`config.mk`:
```
export PLATFORM = sky130hd
export DESIGN_NAME = fifo_queue_with_search_flat
export DESIGN_NICKNAME = d
export VERILOG_FILES = /design/src/rtl/core/fqs_pkg.sv /design/src/rtl/core/fqs_req_if.sv /design/src/rtl/core/fqs_rsp_if.sv /design/src/rtl/core/fifo_queue_with_search.sv /design/src/rtl/core/fqs_ram.sv /design/src/flat_wrapper.sv
export SDC_FILE = /design/constraint.sdc
export NUM_CORES = 1
export LEC_CHECK = 0
export ABC_AREA = 1
export BUFFER_PORTS_ARGS = -buffer_cell sky130_fd_sc_hd__buf_2
export CAP_MARGIN = 40
export CORE_MARGIN = 2
export CORE_UTILIZATION = 61
export DETAILED_ROUTE_END_ITERATION = 10
export GPL_ROUTABILITY_DRIVEN = 0
export PLACE_DENSITY = 0.79
export SLEW_MARGIN = 10
export SYNTH_ARGS = -nofsm -noshare
export SYNTH_HDL_FRONTEND = slang
export SYNTH_SLANG_ARGS = --single-unit
```
`constraint.sdc`:
```
create_clock -name clk -period 4 [get_ports clk]
set_clock_uncertainty 0.2 [all_clocks]
set_input_delay 1 -clock clk [delete_from_list [all_inputs] [get_ports clk]]
set_output_delay 1 -clock clk [all_outputs]
set_load 0.01 [all_outputs]
```
`src/rtl/core/fqs_pkg.sv`:
```
// Package for the FIFO queue with search: widths, request codes and status codes.
// No dependencies; the interfaces and the top level use it by scoped names.

package fqs_pkg;

	// Default queue depth and fixed field widths
	localparam int DEPTH_DEF = 16;
	localparam int DATA_W    = 32;
	localparam int REQ_W     = 2;
	localparam int STAT_W    = 2;

	// Request codes
	localparam logic [REQ_W-1:0] REQ_ENQ  = 2'd0;
	localparam logic [REQ_W-1:0] REQ_DEQ  = 2'd1;
	localparam logic [REQ_W-1:0] REQ_SRCH = 2'd2;

	// Result status codes
	localparam logic [STAT_W-1:0] STAT_OK       = 2'd0;
	localparam logic [STAT_W-1:0] STAT_EMPTY    = 2'd1;
	localparam logic [STAT_W-1:0] STAT_FULL     = 2'd2;
	localparam logic [STAT_W-1:0] STAT_NOTFOUND = 2'd3;

endpackage

```
`src/rtl/core/fqs_req_if.sv`:
```
// Request channel of the FIFO queue with search: valid/ready plus request payload.
// Depends on fqs_pkg for field widths.

interface fqs_req_if;

	logic                               valid;
	logic                               ready;
	logic [fqs_pkg::REQ_W-1:0]          req_type;
	logic signed [fqs_pkg::DATA_W-1:0]  push_value;
	logic signed [fqs_pkg::DATA_W-1:0]  search_key;

	modport source (output valid, output req_type, output push_value, output search_key,
		input ready);
	modport sink (input valid, input req_type, input push_value, input search_key,
		output ready);

endinterface

```
`src/rtl/core/fqs_rsp_if.sv`:
```
// Result channel of the FIFO queue with search: valid/ready plus result payload.
// Depends on fqs_pkg; CNT_W sizes the position and fill level fields.

interface fqs_rsp_if #(
	parameter int CNT_W = $clog2(fqs_pkg::DEPTH_DEF + 1)
);

	logic                               valid;
	logic                               ready;
	logic [fqs_pkg::STAT_W-1:0]         status;
	logic signed [fqs_pkg::DATA_W-1:0]  popped_value;
	logic [CNT_W-1:0]                   found_position;
	logic [CNT_W-1:0]                   fill_level;

	modport source (output valid, output status, output popped_value,
		output found_position, output fill_level, input ready);
	modport sink (input valid, input status, input popped_value,
		input found_position, input fill_level, output ready);

endinterface

```
`src/rtl/core/fifo_queue_with_search.sv`:
```
// Top level of the FIFO queue with search: ring buffer in one RAM plus a sequencer.
// Depends on fqs_pkg, fqs_req_if, fqs_rsp_if and fqs_ram.

// A first-in first-out queue of DEPTH signed 32-bit values kept as a ring in a
// single-port-read RAM. Every request beat (enqueue, dequeue, search) returns
// exactly one result beat. One request is worked on at a time; a new request is
// taken as soon as the previous one has moved its result into the output
// register, even if that result has not been taken yet. Enqueue, the unused
// request code, and any request that meets a full or empty queue go from accept
// straight to ST_DONE; dequeue passes through ST_DEQ; a search compares held
// entries from the head in ST_SCAN, one stored entry per cycle from the one RAM
// read port, up to a match or the last one (none on an empty queue, else 1 to
// DEPTH). Overflow and underflow are reported in status and leave the queue
// unchanged. The RAM is not cleared; only held entries reach a result.

module fifo_queue_with_search #(
	parameter int DEPTH = fqs_pkg::DEPTH_DEF,
	localparam int AW = (DEPTH > 1) ? $clog2(DEPTH) : 1,
	localparam int CW = $clog2(DEPTH + 1)
) (
	input  logic      clk,
	input  logic      arst_n,
	fqs_req_if.sink   req,
	fqs_rsp_if.source rsp
);

	typedef enum logic [1:0] {
		ST_IDLE,
		ST_DEQ,
		ST_SCAN,
		ST_DONE
	} state_t;

	state_t                            state_q;
	logic [AW-1:0]                     head_q;
	logic [AW-1:0]                     tail_q;
	logic [CW-1:0]                     count_q;
	logic [AW-1:0]                     scan_idx_q;
	logic [CW-1:0]                     scan_n_q;
	logic [fqs_pkg::DATA_W-1:0]        key_q;
	logic [fqs_pkg::STAT_W-1:0]        res_status_q;
	logic signed [fqs_pkg::DATA_W-1:0] res_popped_q;
	logic [CW-1:0]                     res_pos_q;
	logic                              out_valid_q;
	logic [fqs_pkg::STAT_W-1:0]        out_status_q;
	logic signed [fqs_pkg::DATA_W-1:0] out_popped_q;
	logic [CW-1:0]                     out_pos_q;
	logic [CW-1:0]                     out_fill_q;

	logic                       ram_we;
	logic                       ram_re;
	logic [AW-1:0]              ram_raddr;
	logic [fqs_pkg::DATA_W-1:0] ram_rdata;
	logic                       req_fire;
	logic                       is_full;
	logic                       is_empty;
	logic [CW-1:0]              scan_n_inc;

	function automatic logic [AW-1:0] ring_next(input logic [AW-1:0] idx);
		ring_next = (idx == AW'(DEPTH - 1)) ? '0 : idx + AW'(1);
	endfunction

	assign req.ready  = (state_q == ST_IDLE);
	assign req_fire   = req.valid && req.ready;
	assign is_full    = (count_q == CW'(DEPTH));
	assign is_empty   = (count_q == '0);
	assign scan_n_inc = scan_n_q + CW'(1);

	// RAM control: write on accepted enqueue to a non-full queue, read head or next scan entry
	assign ram_we    = req_fire && (req.req_type == fqs_pkg::REQ_ENQ) && !is_full;
	assign ram_re    = (state_q == ST_IDLE) || (state_q == ST_SCAN);
	assign ram_raddr = (state_q == ST_SCAN) ? scan_idx_q : head_q;

	fqs_ram #(
		.WIDTH (fqs_pkg::DATA_W),
		.DEPTH (DEPTH)
	) u_ram (
		.clk   (clk),
		.we    (ram_we),
		.waddr (tail_q),
		.wdata (req.push_value),
		.re    (ram_re),
		.raddr (ram_raddr),
		.rdata (ram_rdata)
	);

	// Sequencer, queue pointers and output register
	always_ff @(posedge clk or negedge arst_n) begin
		if (!arst_n) begin
			state_q      <= ST_IDLE;
			head_q       <= '0;
			tail_q       <= '0;
			count_q      <= '0;
			scan_idx_q   <= '0;
			scan_n_q     <= '0;
			key_q        <= '0;
			res_status_q <= fqs_pkg::STAT_OK;
			res_popped_q <= '0;
			res_pos_q    <= '0;
			out_valid_q  <= 1'b0;
			out_status_q <= fqs_pkg::STAT_OK;
			out_popped_q <= '0;
			out_pos_q    <= '0;
			out_fill_q   <= '0;
		end else begin
			if (out_valid_q && rsp.ready) begin
				out_valid_q <= 1'b0;
			end
			case (state_q)
				ST_IDLE: begin
					if (req_fire) begin
						res_status_q <= fqs_pkg::STAT_OK;
						res_popped_q <= '0;
						res_pos_q    <= '0;
						state_q      <= ST_DONE;
						case (req.req_type)
							fqs_pkg::REQ_ENQ: begin
								if (is_full) begin
									res_status_q <= fqs_pkg::STAT_FULL;
								end else begin
									tail_q  <= ring_next(tail_q);
									count_q <= count_q + CW'(1);
								end
							end
							fqs_pkg::REQ_DEQ: begin
								if (is_empty) begin
									res_status_q <= fqs_pkg::STAT_EMPTY;
								end else begin
									state_q <= ST_DEQ;
								end
							end
							fqs_pkg::REQ_SRCH: begin
								key_q <= req.search_key;
								if (is_empty) begin
									res_status_q <= fqs_pkg::STAT_NOTFOUND;
								end else begin
									scan_idx_q <= ring_next(head_q);
									scan_n_q   <= '0;
									state_q    <= ST_SCAN;
								end
							end
							default: begin
								// unused code: no operation
							end
						endcase
					end
				end
				ST_DEQ: begin
					// head entry read during accept cycle
					res_popped_q <= $signed(ram_rdata);
					head_q       <= ring_next(head_q);
					count_q      <= count_q - CW'(1);
					state_q      <= ST_DONE;
				end
				ST_SCAN: begin
					// ram_rdata holds the entry at position scan_n_q
					if (ram_rdata == key_q) begin
						res_pos_q <= scan_n_inc;
						state_q   <= ST_DONE;
					end else if (scan_n_inc == count_q) begin
						res_status_q <= fqs_pkg::STAT_NOTFOUND;
						state_q      <= ST_DONE;
					end else begin
						scan_n_q   <= scan_n_inc;
						scan_idx_q <= ring_next(scan_idx_q);
					end
				end
				ST_DONE: begin
					if (!out_valid_q || rsp.ready) begin
						out_valid_q  <= 1'b1;
						out_status_q <= res_status_q;
						out_popped_q <= res_popped_q;
						out_pos_q    <= res_pos_q;
						out_fill_q   <= count_q;
						state_q      <= ST_IDLE;
					end
				end
				default: begin
					state_q <= ST_IDLE;
				end
			endcase
		end
	end

	assign rsp.valid          = out_valid_q;
	assign rsp.status         = out_status_q;
	assign rsp.popped_value   = out_popped_q;
	assign rsp.found_position = out_pos_q;
	assign rsp.fill_level     = out_fill_q;

endmodule

```
`src/rtl/core/fqs_ram.sv`:
```
// Generic single-clock RAM: one write port, one read port with registered read data.
// No dependencies.

module fqs_ram #(
	parameter int WIDTH = 32,
	parameter int DEPTH = 16,
	localparam int AW = (DEPTH > 1) ? $clog2(DEPTH) : 1
) (
	input  logic             clk,
	input  logic             we,
	input  logic [AW-1:0]    waddr,
	input  logic [WIDTH-1:0] wdata,
	input  logic             re,
	input  logic [AW-1:0]    raddr,
	output logic [WIDTH-1:0] rdata
);

	logic [WIDTH-1:0] mem [DEPTH];

	// Write port and registered read port
	always_ff @(posedge clk) begin
		if (we) begin
			mem[waddr] <= wdata;
		end
		if (re) begin
			rdata <= mem[raddr];
		end
	end

endmodule
```
`src/flat_wrapper.sv`:
```
// flat-port wrapper written by rule: the top's interface ports become plain ports
module fifo_queue_with_search_flat 
#(
	parameter int DEPTH = fqs_pkg::DEPTH_DEF,
	localparam int AW = (DEPTH > 1) ? $clog2(DEPTH) : 1,
	localparam int CW = $clog2(DEPTH + 1)
)
  (clk, arst_n, req_valid, req_req_type, req_push_value, req_search_key, req_ready, rsp_valid, rsp_status, rsp_popped_value, rsp_found_position, rsp_fill_level, rsp_ready);
  fqs_req_if req_i ();
  fqs_rsp_if rsp_i ();
  input  logic clk;
  input  logic arst_n;
  input wire logic [$bits(req_i.valid)-1:0] req_valid;
  input wire logic [$bits(req_i.req_type)-1:0] req_req_type;
  input wire logic [$bits(req_i.push_value)-1:0] req_push_value;
  input wire logic [$bits(req_i.search_key)-1:0] req_search_key;
  output wire logic [$bits(req_i.ready)-1:0] req_ready;
  output wire logic [$bits(rsp_i.valid)-1:0] rsp_valid;
  output wire logic [$bits(rsp_i.status)-1:0] rsp_status;
  output wire logic [$bits(rsp_i.popped_value)-1:0] rsp_popped_value;
  output wire logic [$bits(rsp_i.found_position)-1:0] rsp_found_position;
  output wire logic [$bits(rsp_i.fill_level)-1:0] rsp_fill_level;
  input wire logic [$bits(rsp_i.ready)-1:0] rsp_ready;
  assign req_i.valid = req_valid;
  assign req_i.req_type = req_req_type;
  assign req_i.push_value = req_push_value;
  assign req_i.search_key = req_search_key;
  assign req_ready = req_i.ready;
  assign rsp_valid = rsp_i.valid;
  assign rsp_status = rsp_i.status;
  assign rsp_popped_value = rsp_i.popped_value;
  assign rsp_found_position = rsp_i.found_position;
  assign rsp_fill_level = rsp_i.fill_level;
  assign rsp_i.ready = rsp_ready;
  fifo_queue_with_search #(.DEPTH(DEPTH)) u_core (.clk(clk), .arst_n(arst_n), .req(req_i), .rsp(rsp_i));
endmodule
```
==> results.md, run 1 <==
- Sort of element at the start of the critical path: flip-flop
- Worst setup path category: flip-flop to flip-flop
- Cell area after placement: between 0.02 and 0.03 mm2
- Initial cell density of the core: just over 60%
- M3 GR Usage: 5.79%
- Class of the tightest hold or removal check: flip-flop to flip-flop
- Ports: about 120
- Latest clock arrival within the worst-skew pair: 0.60 ns
- Worst relative slew slack: between 40% and 50%
- Most common cell after layout, fill and taps aside: edfxtp_1
- Count of buffers inserted at the top-level ports: 115
- DIE HEIGHT: 219 um
- Pwr per Cell Area: ~800 mW/mm2
- Clock tree from TritonCTS: built
- Drt first-iter violations: between 2000 and 3000
- Routed vias/inst: roughly 6.2
- Number of synthesized flops with an enable pin: ~540
- Tmin final: between 3 and 4 ns
- Total wirelength of the detailed-routed design: approximately 68000 um
- Remaining global-route overflow: 0
- Setup total negative slack: 0 ns
- Number of pins with negative max-slew slack in the final report: 0
- Clock sink total: approximately 700
- Post-CTS setup buffer count: 0
- Share of the clock period used by the worst path: between 80% and 90%
- Via count of the first global-routing pass: between 15000 and 20000
- Most used flip-flop cell after synthesis: edfxtp_1
- GR Util All Layers: between 20 and 30%
- TritonCTS Buffers: 70
- Total of warnings raised by yosys: 0
- Maximum number of pins on one net before global-route repair: 130
- Worst endpoint data arrival time: 3.68 ns
- Worst IR Drop VDD: between 0.0006 and 0.0007 V
- Upper clock frequency limit: about 290 MHz
- Maximum level of the CTS H-tree: 3
- Synthesis-stage register bit count: a little under 700
- Unrepaired setup endpoints after global routing: false
- Worst Path Max Fanout: 66
- Share of flip-flops with an asynchronous set or reset: 20.5%
- Critical path endpoint category: flip-flop
- Transition time at the pin with the least slew margin: ~0.9 ns
- Number of standard cells after synthesis: between 2000 and 2500
- Number of detailed-routing iterations run before antenna repair: 5
- Hpwl dp: 39000 um
- Fill cell total of the finished layout: 2897
- Top Usage Layer GRT: met2
- Final instance area: 0.0321 mm2
- Outcome: completed
- Clk pin slew, worst setup/hold paths: 0.06 ns
- Total number of placement rows: roughly 80
- Master cell of the clock root buffer: clkbuf_16
- First-pass GRT wire length: around 100000 um
- Met2 Resource Use GR: 46.4%
- NumNets Final: ~2500
- Routed via count: about 19000
- Sequential cell area fraction in the yosys report: 70.5%
- Final Hold Fails: 0
- Maximum Capacitance Violations: 0
- Clock Path Buffers: 3
- Fraction of layout instances using a drive strength above 1: around 14%
- Inserted Diodes: 0
- Number of nets produced by synthesis: 2373
- Placeable core region: 0.0455 mm2
- Critical path data required time: 4.26 ns
- Number of distinct library cell variants in the gate-level netlist after synthesis: 38
- Drt wl/cell: between 20 and 25 um
- Mean instance size in the synthesized netlist: around 12 um2
- Final setup viols: 0
- Die footprint: between 0.04 and 0.05 mm2
- Combined area of all synthesized cells: ~0.028 mm2
- Fraction of met1 tracks used by global routing: about two fifths
- Area growth from synthesis to layout: 13.9%
- Most frequent cells in the layout: edfxtp_1 (544), a21oi_1 (269), o21ai_0 (219), inv_1 (217), nand2_1 (211)
- Remaining routing DRC violations: 0
- Number of antenna violations at the first check in global routing: 3
- X dimension of the die: around 220 um
- Number of nets with antenna violations after detailed routing: 0
- Leakage: ~12 nW
timing repair:
item / CTS / global route
hold buffers: 0 / 1
resized for setup: 0 / 0
endpoints found under the hold margin: 0 / 3
critical path, cell delays in order (launching register included):
cell and delay [ns]:
dfrtp_1 0.40, inv_1 0.08, ha_1 0.25, nand2_4 0.11, buf_4 0.65, buf_4 0.79
a21oi_1 0.17, o211ai_1 0.30, nand3_1 0.15, nand2_1 0.09
final timing paths:
| kind | startpoint | endpoint | slack (ns) | cells past startpoint |
|---|---|---|---|---|
| worst max-delay path | u_core.state_q[0] | u_core.u_ram.rdata[27] | 0.58 | 9 |
| worst min-delay path | u_core.res_status_q[0] | u_core.res_status_q[0] | 0.28 | 2 |
| worst max register to register | u_core.state_q[0] | u_core.u_ram.rdata[27] | 0.58 | 9 |
| worst min register to register | u_core.res_status_q[0] | u_core.res_status_q[0] | 0.28 | 2 |
| max in group asynchronous | arst_n | u_core.tail_q[0] | 2.01 | 4 |
| min in group asynchronous | arst_n | u_core.rsp.found_position[1] | 0.56 | 2 |
kinds of logic (layout without fill, tap and decap cells):
| kind of cell | count (synthesis) | in the layout | synth area share (%) |
|---|---|---|---|
| buf+inv | 365 | 521 | 5.65 |
| simple gates | 370 | 370 | 5.62 |
| compound gates | 785 | 785 | 15.2 |
| flops | 684 | 684 | 70.5 |
| fa+ha+maj | 19 | 19 | 0.871 |
| mux | 31 | 31 | 1.24 |
| xor+xnor | 30 | 30 | 0.933 |
synthesized netlist by cell type, types with 2 or more instances:
library cell	count	area share, %
buf_6	12	0.48
buf_2	72	1.3
nor2_1	49	0.65
clkbuf_1	45	0.60
nand2_1	213	2.8
xnor2_1	24	0.75
xor2_1	6	0.19
nand3_1	84	1.5
edfxtp_1	544	58
nand3b_1	2	0.053
o21ai_0	219	3.9
inv_2	2	0.027
mux2_2	30	1.2
nand2_4	3	0.12
buf_1	3	0.040
buf_4	9	0.24
ha_1	18	0.80
a21oi_1	269	4.8
clkbuf_2	4	0.071
inv_1	217	2.9
o21ai_2	2	0.062
nand4_1	14	0.31
dfrtp_1	140	12
o21ai_1	161	2.9
o211ai_1	129	3.4
sequential cells by signal, summed over array words and instances, names as in the netlist:
| name | cells |
|---|---|
| u_core.u_ram.mem | 512 |
| u_core.key_q | 32 |
| u_core.res_popped_q | 32 |
| u_core.rsp.popped_value | 32 |
| u_core.u_ram.rdata | 32 |
| u_core.count_q | 5 |
| u_core.res_pos_q | 5 |
| u_core.rsp.fill_level | 5 |
| u_core.rsp.found_position | 5 |
| u_core.scan_n_q | 5 |
| u_core.head_q | 4 |
| u_core.scan_idx_q | 4 |
| u_core.tail_q | 4 |
| u_core.res_status_q | 2 |
| u_core.rsp.status | 2 |
| u_core.state_q | 2 |
| u_core.rsp.valid | 1 |
layout make-up:
cell class	instances	area [um2]	area share [%]
Clock buffer	92	1960	6.12
Clock inverter	38	508	1.58
Inverter	220	828	2.58
Multi-Input combinational cell	1235	6870	21.4
Sequential cell	684	19800	61.9
Tap cell	600	751	2.34
Timing Repair Buffer	171	1300	4.06
through the flow:
| stage | instances | power (mW) | setup slack, ns | utilization, % | hold WS, ns |
|---|---|---|---|---|---|
| 2_1_floorplan | 2284 | 15.9 | 0.350 | - | 0.238 |
| 3_3_place_gp | 2906 | 18.1 | 0.795 | 64.9 | 0.262 |
| 3_5_place_dp | 2908 | 18.5 | 0.760 | 65.0 | 0.262 |
| 4_1_cts | 3038 | 25.5 | 0.736 | 70.4 | 0.276 |
| 5_1_grt | 3040 | 26.9 | 0.545 | 70.5 | 0.300 |
| 6_report | 3040 | 25.6 | 0.583 | 70.5 | 0.278 |
where the power goes:
group          internal [mW]  switching (mW)
registers               8.74           0.627
clock network           4.25            2.68
logic                   2.97            6.37
total                   16.0            9.68
routing by layer:
layer	wire [um]	vias to the layer above
li1	-	8461
met1	26300	9101
met2	32600	1083
met3	6840	198
met4	2400	4
met5	32	-
Note: power is estimated with default switching activity, not from simulation.
==> inputs of run 2 (changes only) <==
CELL_PAD_IN_SITES_DETAIL_PLACEMENT = 0   (was unset)
CELL_PAD_IN_SITES_GLOBAL_PLACEMENT = 2   (was unset)
CORE_UTILIZATION = 43   (was 61)
PLACE_DENSITY = unset   (was 0.79)
PLACE_DENSITY_LB_ADDON = 0.1   (was unset)
RECOVER_POWER = 100   (was unset)
==> run 2 against run 1 <==
  * Cell area decreased by 0.28%
  * Clock power is 3.0% lower
  * Setup slack worse by 0.017 ns
  * Via count decreased by 5.6%
  * The flow now finishes with violations (max-capacitance violations, max-slew violations)
  * Die area is 41% higher
  * Register-to-register slack got worse by 0.02 ns
  * Routed wire length up 5.3%
==> results.md, run 2 (synthesis results as in run 1) <==
- Outcome: finished, violations left
- Failing checks: max-capacitance violations, max-slew violations
- Remaining global-route overflow: 0 (unchanged)
- Worst IR Drop VDD: 0.000568 V (-7.1%)
- CP cell instances: inv_1 > ha_1 > inv_1 > nand2_1 > clkbuf_1
- Placeable core region: 0.0646 mm2 (+42%)
- Total number of placement rows: 93 (+19%)
- CP Buf/Inv Count: 3 (unchanged)
- Worst hold slack after final layout: 0.269 ns (-0.00830 ns)
- GR Util All Layers: 21.4% (-7.5 points)
- Cell area after placement: 0.0299 mm2 (+1.2%)
- Initial cell density of the core: 43.6% (-18 points)
- Clock Path Buffers: 3 (unchanged)
- Worst R2R End: u_core.u_ram.rdata[16]
- Worst relative slew slack: -26.5% (-68 points)
- Fraction of layout instances using a drive strength above 1: 9.80% (-4.1 points)
- Critical path data required time: 4.01 ns (-0.25 ns)
- Via count of the first global-routing pass: 17400 (-6.6%)
- CP Capture Point: u_core.u_ram.rdata[16]
- Master cell of the clock root buffer: clkbuf_16
- Routed vias/inst: 5.37 (-13%)
- Maximum number of pins on one net before global-route repair: 130 (unchanged)
- Number of pins with negative max-slew slack in the final report: 105 (+105)
- Ports: 116 (unchanged)
- Critical Path Source: u_core.state_q[1]
- First-pass GRT wire length: 109000 um (+3.6%)
- Most common cell after layout, fill and taps aside: edfxtp_1
- Tmin final: 3.43 ns (+0.0165 ns)
- Drt first-iter violations: 1365 (-47%)
- Pwr per Cell Area: 792 mW/mm2 (-0.90%)
- Cts hold-fix bufs: 0 (unchanged)
- X dimension of the die: 260 um (+19%)
- Max reg flops: 512 (unchanged)
- Non-Filler Instances: 3313 (+9.0%)
- FF-to-FF path depth: 5 (-4)
- Maximum level of the CTS H-tree: 3 (unchanged)
- Share of the clock period used by the worst path: 85.8% (+0.41 points)
- Total Power: 25.3 mW (-1.2%)
- Class of the tightest hold or removal check: flip-flop to flip-flop
- Die footprint: 0.0675 mm2 (+41%)
- Final instance area: 0.0320 mm2 (-0.28%)
- Maximum Capacitance Violations: 2 (+2)
- Final Hold Fails: 0 (unchanged)
- Post-CTS setup buffer count: 0 (unchanged)
- Delay of the slowest cell on the worst path: 1.08 ns (+0.29 ns)
- Upper clock frequency limit: 291 MHz (-0.48%)
- Reg2reg setup slack: 0.57 ns (-0.02 ns)
- DIE HEIGHT: 260 um (+19%)
- Transition time at the pin with the least slew margin: 1.90 ns (+1.01 ns)
- Sort of element at the start of the critical path: flip-flop
- Unrepaired setup endpoints after global routing: false
- Clock sink total: 684 (unchanged)
- Number of detailed-routing iterations run before antenna repair: 5 (unchanged)
- Clk pin slew, worst setup/hold paths: 0.06 ns (about the same)
- Number of antenna violations at the first check in global routing: 0 (-3)
- TritonCTS Buffers: 75 (+7.1%)
- Number of nets with antenna violations after detailed routing: 0 (unchanged)
- Resized Gates After CTS: 0 (unchanged)
- Clock tree from TritonCTS: built
- Fin worst setup slack: 0.566 ns (-0.0165 ns)
- Critical path depth in cells: 5 (-4)
- Worst endpoint data arrival time: 3.45 ns (-0.23 ns)
- Worst setup path category: flip-flop to flip-flop
- Pre-CTS setup slack: 0.711 ns (-0.0485 ns)
- Cell mode on critical path: inv_1
- Startpoint of the worst-slack reg-to-reg timing path: u_core.state_q[1]
- Setup total negative slack: 0 ns (unchanged)
- Total wirelength of the detailed-routed design: 71700 um (+5.3%)
- Inserted Diodes: 0 (unchanged)
- Routed via count: 17800 (-5.6%)
- Register bank with the most flops: u_core.u_ram.mem
- NumNets Final: 2488 (+0.69%)
- Worst path slowest cell: clkbuf_1
- Most frequent cells in the layout: edfxtp_1 (544), a21oi_1 (269), o21ai_0 (233), inv_1 (217), nand2_1 (213)
- Count of buffers inserted at the top-level ports: 115 (unchanged)
- Hpwl dp: 43100 um (+11%)
- Latest clock arrival within the worst-skew pair: 0.62 ns (+0.02 ns)
- Worst Path Max Fanout: 17 (-74%)
- Final Util: 49.5% (-21 points)
- Critical path endpoint category: flip-flop
- Leakage: 11.6 nW (-3.1%)
- Number of cells after detailed placement: 3177 (+9.3%)
- Final setup viols: 0 (unchanged)
- Critical path's top delay family: buffers and inverters
- Area growth from synthesis to layout: 13.6%
- Drt wl/cell: 21.6 um (-3.4%)
- Remaining routing DRC violations: 0 (unchanged)
==> run 2: cell count changes in the layout (fill, tap and decap cells not counted), moves of 8 or more <==
cell      before  now
buf_2        114   36
buf_12        20   12
buf_4         32   21
o21ai_1      161  147
clkbuf_1      13  118
clkbuf_2       0   17
o21ai_0      219  233
==> run 2: worst min-delay path: cells and delay by family (launching register included) <==
kind	cells	cell delay (ns)
flops	1	0.34
simple gates	2	0.09
==> run 2: worst min-delay path by stage <==
stage | start | end | slack (ns) | depth (start not counted)
final | u_core.res_status_q[0] | u_core.res_status_q[0] | 0.27 | 2
after global routing | u_core.res_pos_q[4] | u_core.res_pos_q[4] | 0.30 | 2
after CTS | arst_n | u_core.rsp.found_position[1] | 0.22 | 1
after detailed placement | u_core.res_status_q[0] | u_core.res_status_q[0] | 0.26 | 2
after global placement | u_core.res_pos_q[4] | u_core.res_pos_q[4] | 0.26 | 2
after floorplan | u_core.res_pos_q[0] | u_core.res_pos_q[0] | 0.24 | 2
==> run 2: layout make-up <==
type | instances | area, um2
fillers | 5813 | 32600
flip-flops and latches | 684 | 19800
multi-input cells | 1235 | 6820
clock buffers | 102 | 2060
well taps | 855 | 1070
repair buffers | 183 | 1030
inverters | 220 | 828
clock inverters | 34 | 324
==> run 2: metal layers <==
metal,GRT usage (%),wire (um)
met1,30.1,32500
met5,0,0
met4,6.67,1930
met3,3.81,4030
met2,34.1,33200
==> run 2: report_power, final <==
part           switching [mW]  total (mW)  internal (mW)
logic                    6.29        9.20           2.91
clock network            2.77        6.72           3.95
registers               0.665        9.42           8.75
==> inputs of run 3 (changes only) <==
clock period = 3.8 ns   (was 4 ns; I/O delays follow)
==> run 3 against run 2 <==
  * Count of clock-buffer cells in the layout grew 3
  * Largest power group unchanged
  * The run still ends with max-capacitance violations, max-slew violations left
  * Combinational power increased by 6.0%
  * Cell count decreased by 0.12%
==> results.md, run 3 (synthesis results as in run 1) <==
- Maximum level of the CTS H-tree: 3 (unchanged)
- Register Area: 0.0198 mm2 (unchanged)
- Cts hold-fix bufs: 0 (unchanged)
- Worst endpoint data arrival time: 3.44 ns (about the same)
- Unrepaired setup endpoints after global routing: false
- Reg2reg setup slack: 0.39 ns (-0.17 ns)
- Initial cell density of the core: 43.6% (unchanged)
- Worst Path Max Fanout: 20 (+3)
- Worst hold slack after final layout: 0.275 ns (+0.00560 ns)
- TritonCTS Buffers: 75 (unchanged)
- GR Util All Layers: 20.9% (-0.52 points)
- Hpwl dp: 42200 um (-2.2%)
- Class of the tightest hold or removal check: flip-flop to flip-flop
- Remaining routing DRC violations: 0 (unchanged)
- Maximum Capacitance Violations: 2 (unchanged)
- Final setup viols: 0 (unchanged)
- NumNets Final: 2488 (unchanged)
- Fill cell total of the finished layout: 5839 (+0.45%)
- Number of detailed-routing iterations run before antenna repair: 5 (unchanged)
- Worst hold path endpoint: u_core.res_pos_q[0]
- Total area of multi-input combinational cells: 0.00678 mm2 (-0.57%)
- Total wirelength of the detailed-routed design: 70700 um (-1.4%)
- Maximum number of pins on one net before global-route repair: 130 (unchanged)
- Most common cell after layout, fill and taps aside: edfxtp_1
- Inserted Diodes: 0 (unchanged)
- Upper clock frequency limit: 294 MHz (+0.78%)
- Worst R2R End: u_core.u_ram.mem[13][0]
- Number of pins with negative max-slew slack in the final report: 113 (+7.6%)
- Leakage: 11.7 nW (+0.57%)
- Ports: 116 (unchanged)
- Clock tree from TritonCTS: built
- Clock sink total: 684 (unchanged)
- Failing checks: max-capacitance violations, max-slew violations
- Pwr per Cell Area: 828 mW/mm2 (+4.5%)
- Drt wl/cell: 21.4 um (-1.3%)
- Critical path endpoint category: flip-flop
- Latest clock arrival within the worst-skew pair: 0.62 ns (about the same)
- DIE HEIGHT: 260 um (unchanged)
- Worst setup path category: flip-flop to flip-flop
- Area growth from synthesis to layout: 13.9%
- Final Hold Fails: 0 (unchanged)
- Number of antenna violations at the first check in global routing: 1 (+1)
- Total Power: 26.5 mW (+4.8%)
- Hold Path Stages: 2 (unchanged)
- Worst IR Drop VDD: 0.000680 V (+20%)
- Setup total negative slack: 0 ns (unchanged)
- Resized Gates After CTS: 0 (unchanged)
- Fraction of layout instances using a drive strength above 1: 10.1% (+0.30 points)
- Hold_sp: u_core.res_pos_q[0]
- Die footprint: 0.0675 mm2 (unchanged)
- Routed vias/inst: 5.37 (about the same)
- Transition time at the pin with the least slew margin: 1.98 ns (+0.0811 ns)
- Clock Path Buffers: 3 (unchanged)
- FF-to-FF path depth: 9 (+4)
- Pre-CTS setup slack: 0.242 ns (-0.470 ns)
- Placeable core region: 0.0646 mm2 (unchanged)
- Max reg flops: 512 (unchanged)
- Startpoint of the worst-slack reg-to-reg timing path: u_core.state_q[1]
- Remaining global-route overflow: 0 (unchanged)
- Drt first-iter violations: 1373 (+0.59%)
- X dimension of the die: 260 um (unchanged)
- Fin worst setup slack: 0.393 ns (-0.173 ns)
- Count of buffers inserted at the top-level ports: 115 (unchanged)
- Clk pin slew, worst setup/hold paths: 0.05 ns (about the same)
- Post-CTS setup buffer count: 0 (unchanged)
- Total number of placement rows: 93 (unchanged)
- Outcome: finished, violations left
- Critical path data required time: 3.84 ns (-0.17 ns)
- First-pass GRT wire length: 106000 um (-2.6%)
- Register bank with the most flops: u_core.u_ram.mem
- Worst relative slew slack: -31.9% (-5.4 points)
- Most frequent cells in the layout: edfxtp_1 (544), a21oi_1 (269), o21ai_0 (228), inv_1 (217), nand2_1 (213)
- Number of nets with antenna violations after detailed routing: 0 (unchanged)
- Via count of the first global-routing pass: 17200 (-1.2%)
- Routed via count: 17800 (-0.15%)
- Share of the clock period used by the worst path: 89.7% (+3.8 points)
- Sort of element at the start of the critical path: flip-flop
- Master cell of the clock root buffer: clkbuf_16
- Tmin final: 3.41 ns (-0.0266 ns)
## run 3: cell types whose count changed in the layout (fill, tap and decap cells not counted), sizes merged
cell    delta
bufinv     -2
buf       +11
inv        -2
clkbuf     -8
clkinv     -3
## run 3: cell type report
cell class / count / area share [%]
inverter: 220 / 2.58
clock inverter: 27 / 0.729
clock buffer: 105 / 6.52
timing repair buffer: 183 / 3.83
multi-input combinational: 1235 / 21.1
tap: 855 / 3.34
sequential: 684 / 61.9
## run 3: worst max-delay path by stage
stage	depth (start not counted)	startpoint	slack [ns]	end
global placement	8	req_req_type[0]	0.29	u_core.u_ram.mem[12][4]
detailed placement	8	req_req_type[0]	0.24	u_core.u_ram.mem[12][4]
global route	11	u_core.state_q[0]	0.17	u_core.u_ram.rdata[18]
CTS	9	u_core.state_q[1]	0.51	u_core.u_ram.mem[12][7]
finish	9	u_core.state_q[1]	0.39	u_core.u_ram.mem[13][0]
floorplan	6	req_req_type[0]	0.20	u_core.u_ram.mem[0][0]
## run 3: critical path, stage by stage (launching register included)
cell	delay (ns)
dfrtp_1	0.42
inv_1	0.09
ha_1	0.34
nand2_1	0.15
inv_1	0.10
nand3_1	0.39
inv_1	0.34
nand2_1	0.23
nor2_4	0.14
clkbuf_2	0.59
## run 3: report_power, final
part / internal, mW / total [mW] / switching (mW)
logic: 3.14 / 9.75 / 6.61
registers: 9.21 / 9.88 / 0.673
clock network: 4.04 / 6.92 / 2.88
## run 3: layer usage
layer	vias up	global-route usage [%]	wire length [um]
met1	8773	29.2	32400
met3	112	3.24	2930
met2	389	33.8	33600
met4	0	6.39	1790
li1	8500	-	-
met5	-	0	0
## run 3: stage by stage
| step | area [um2] | utilization [%] | std cells |
|---|---|---|---|
| final | 32100 | 49.7 | 3309 |
| after global routing | 32100 | 49.7 | 3309 |
| after CTS | 32400 | 50.2 | 3309 |
| after detailed placement | 30100 | 46.6 | 3177 |
| after global placement | 30100 | 46.5 | 3175 |
| after floorplan | 28200 | - | 2284 |
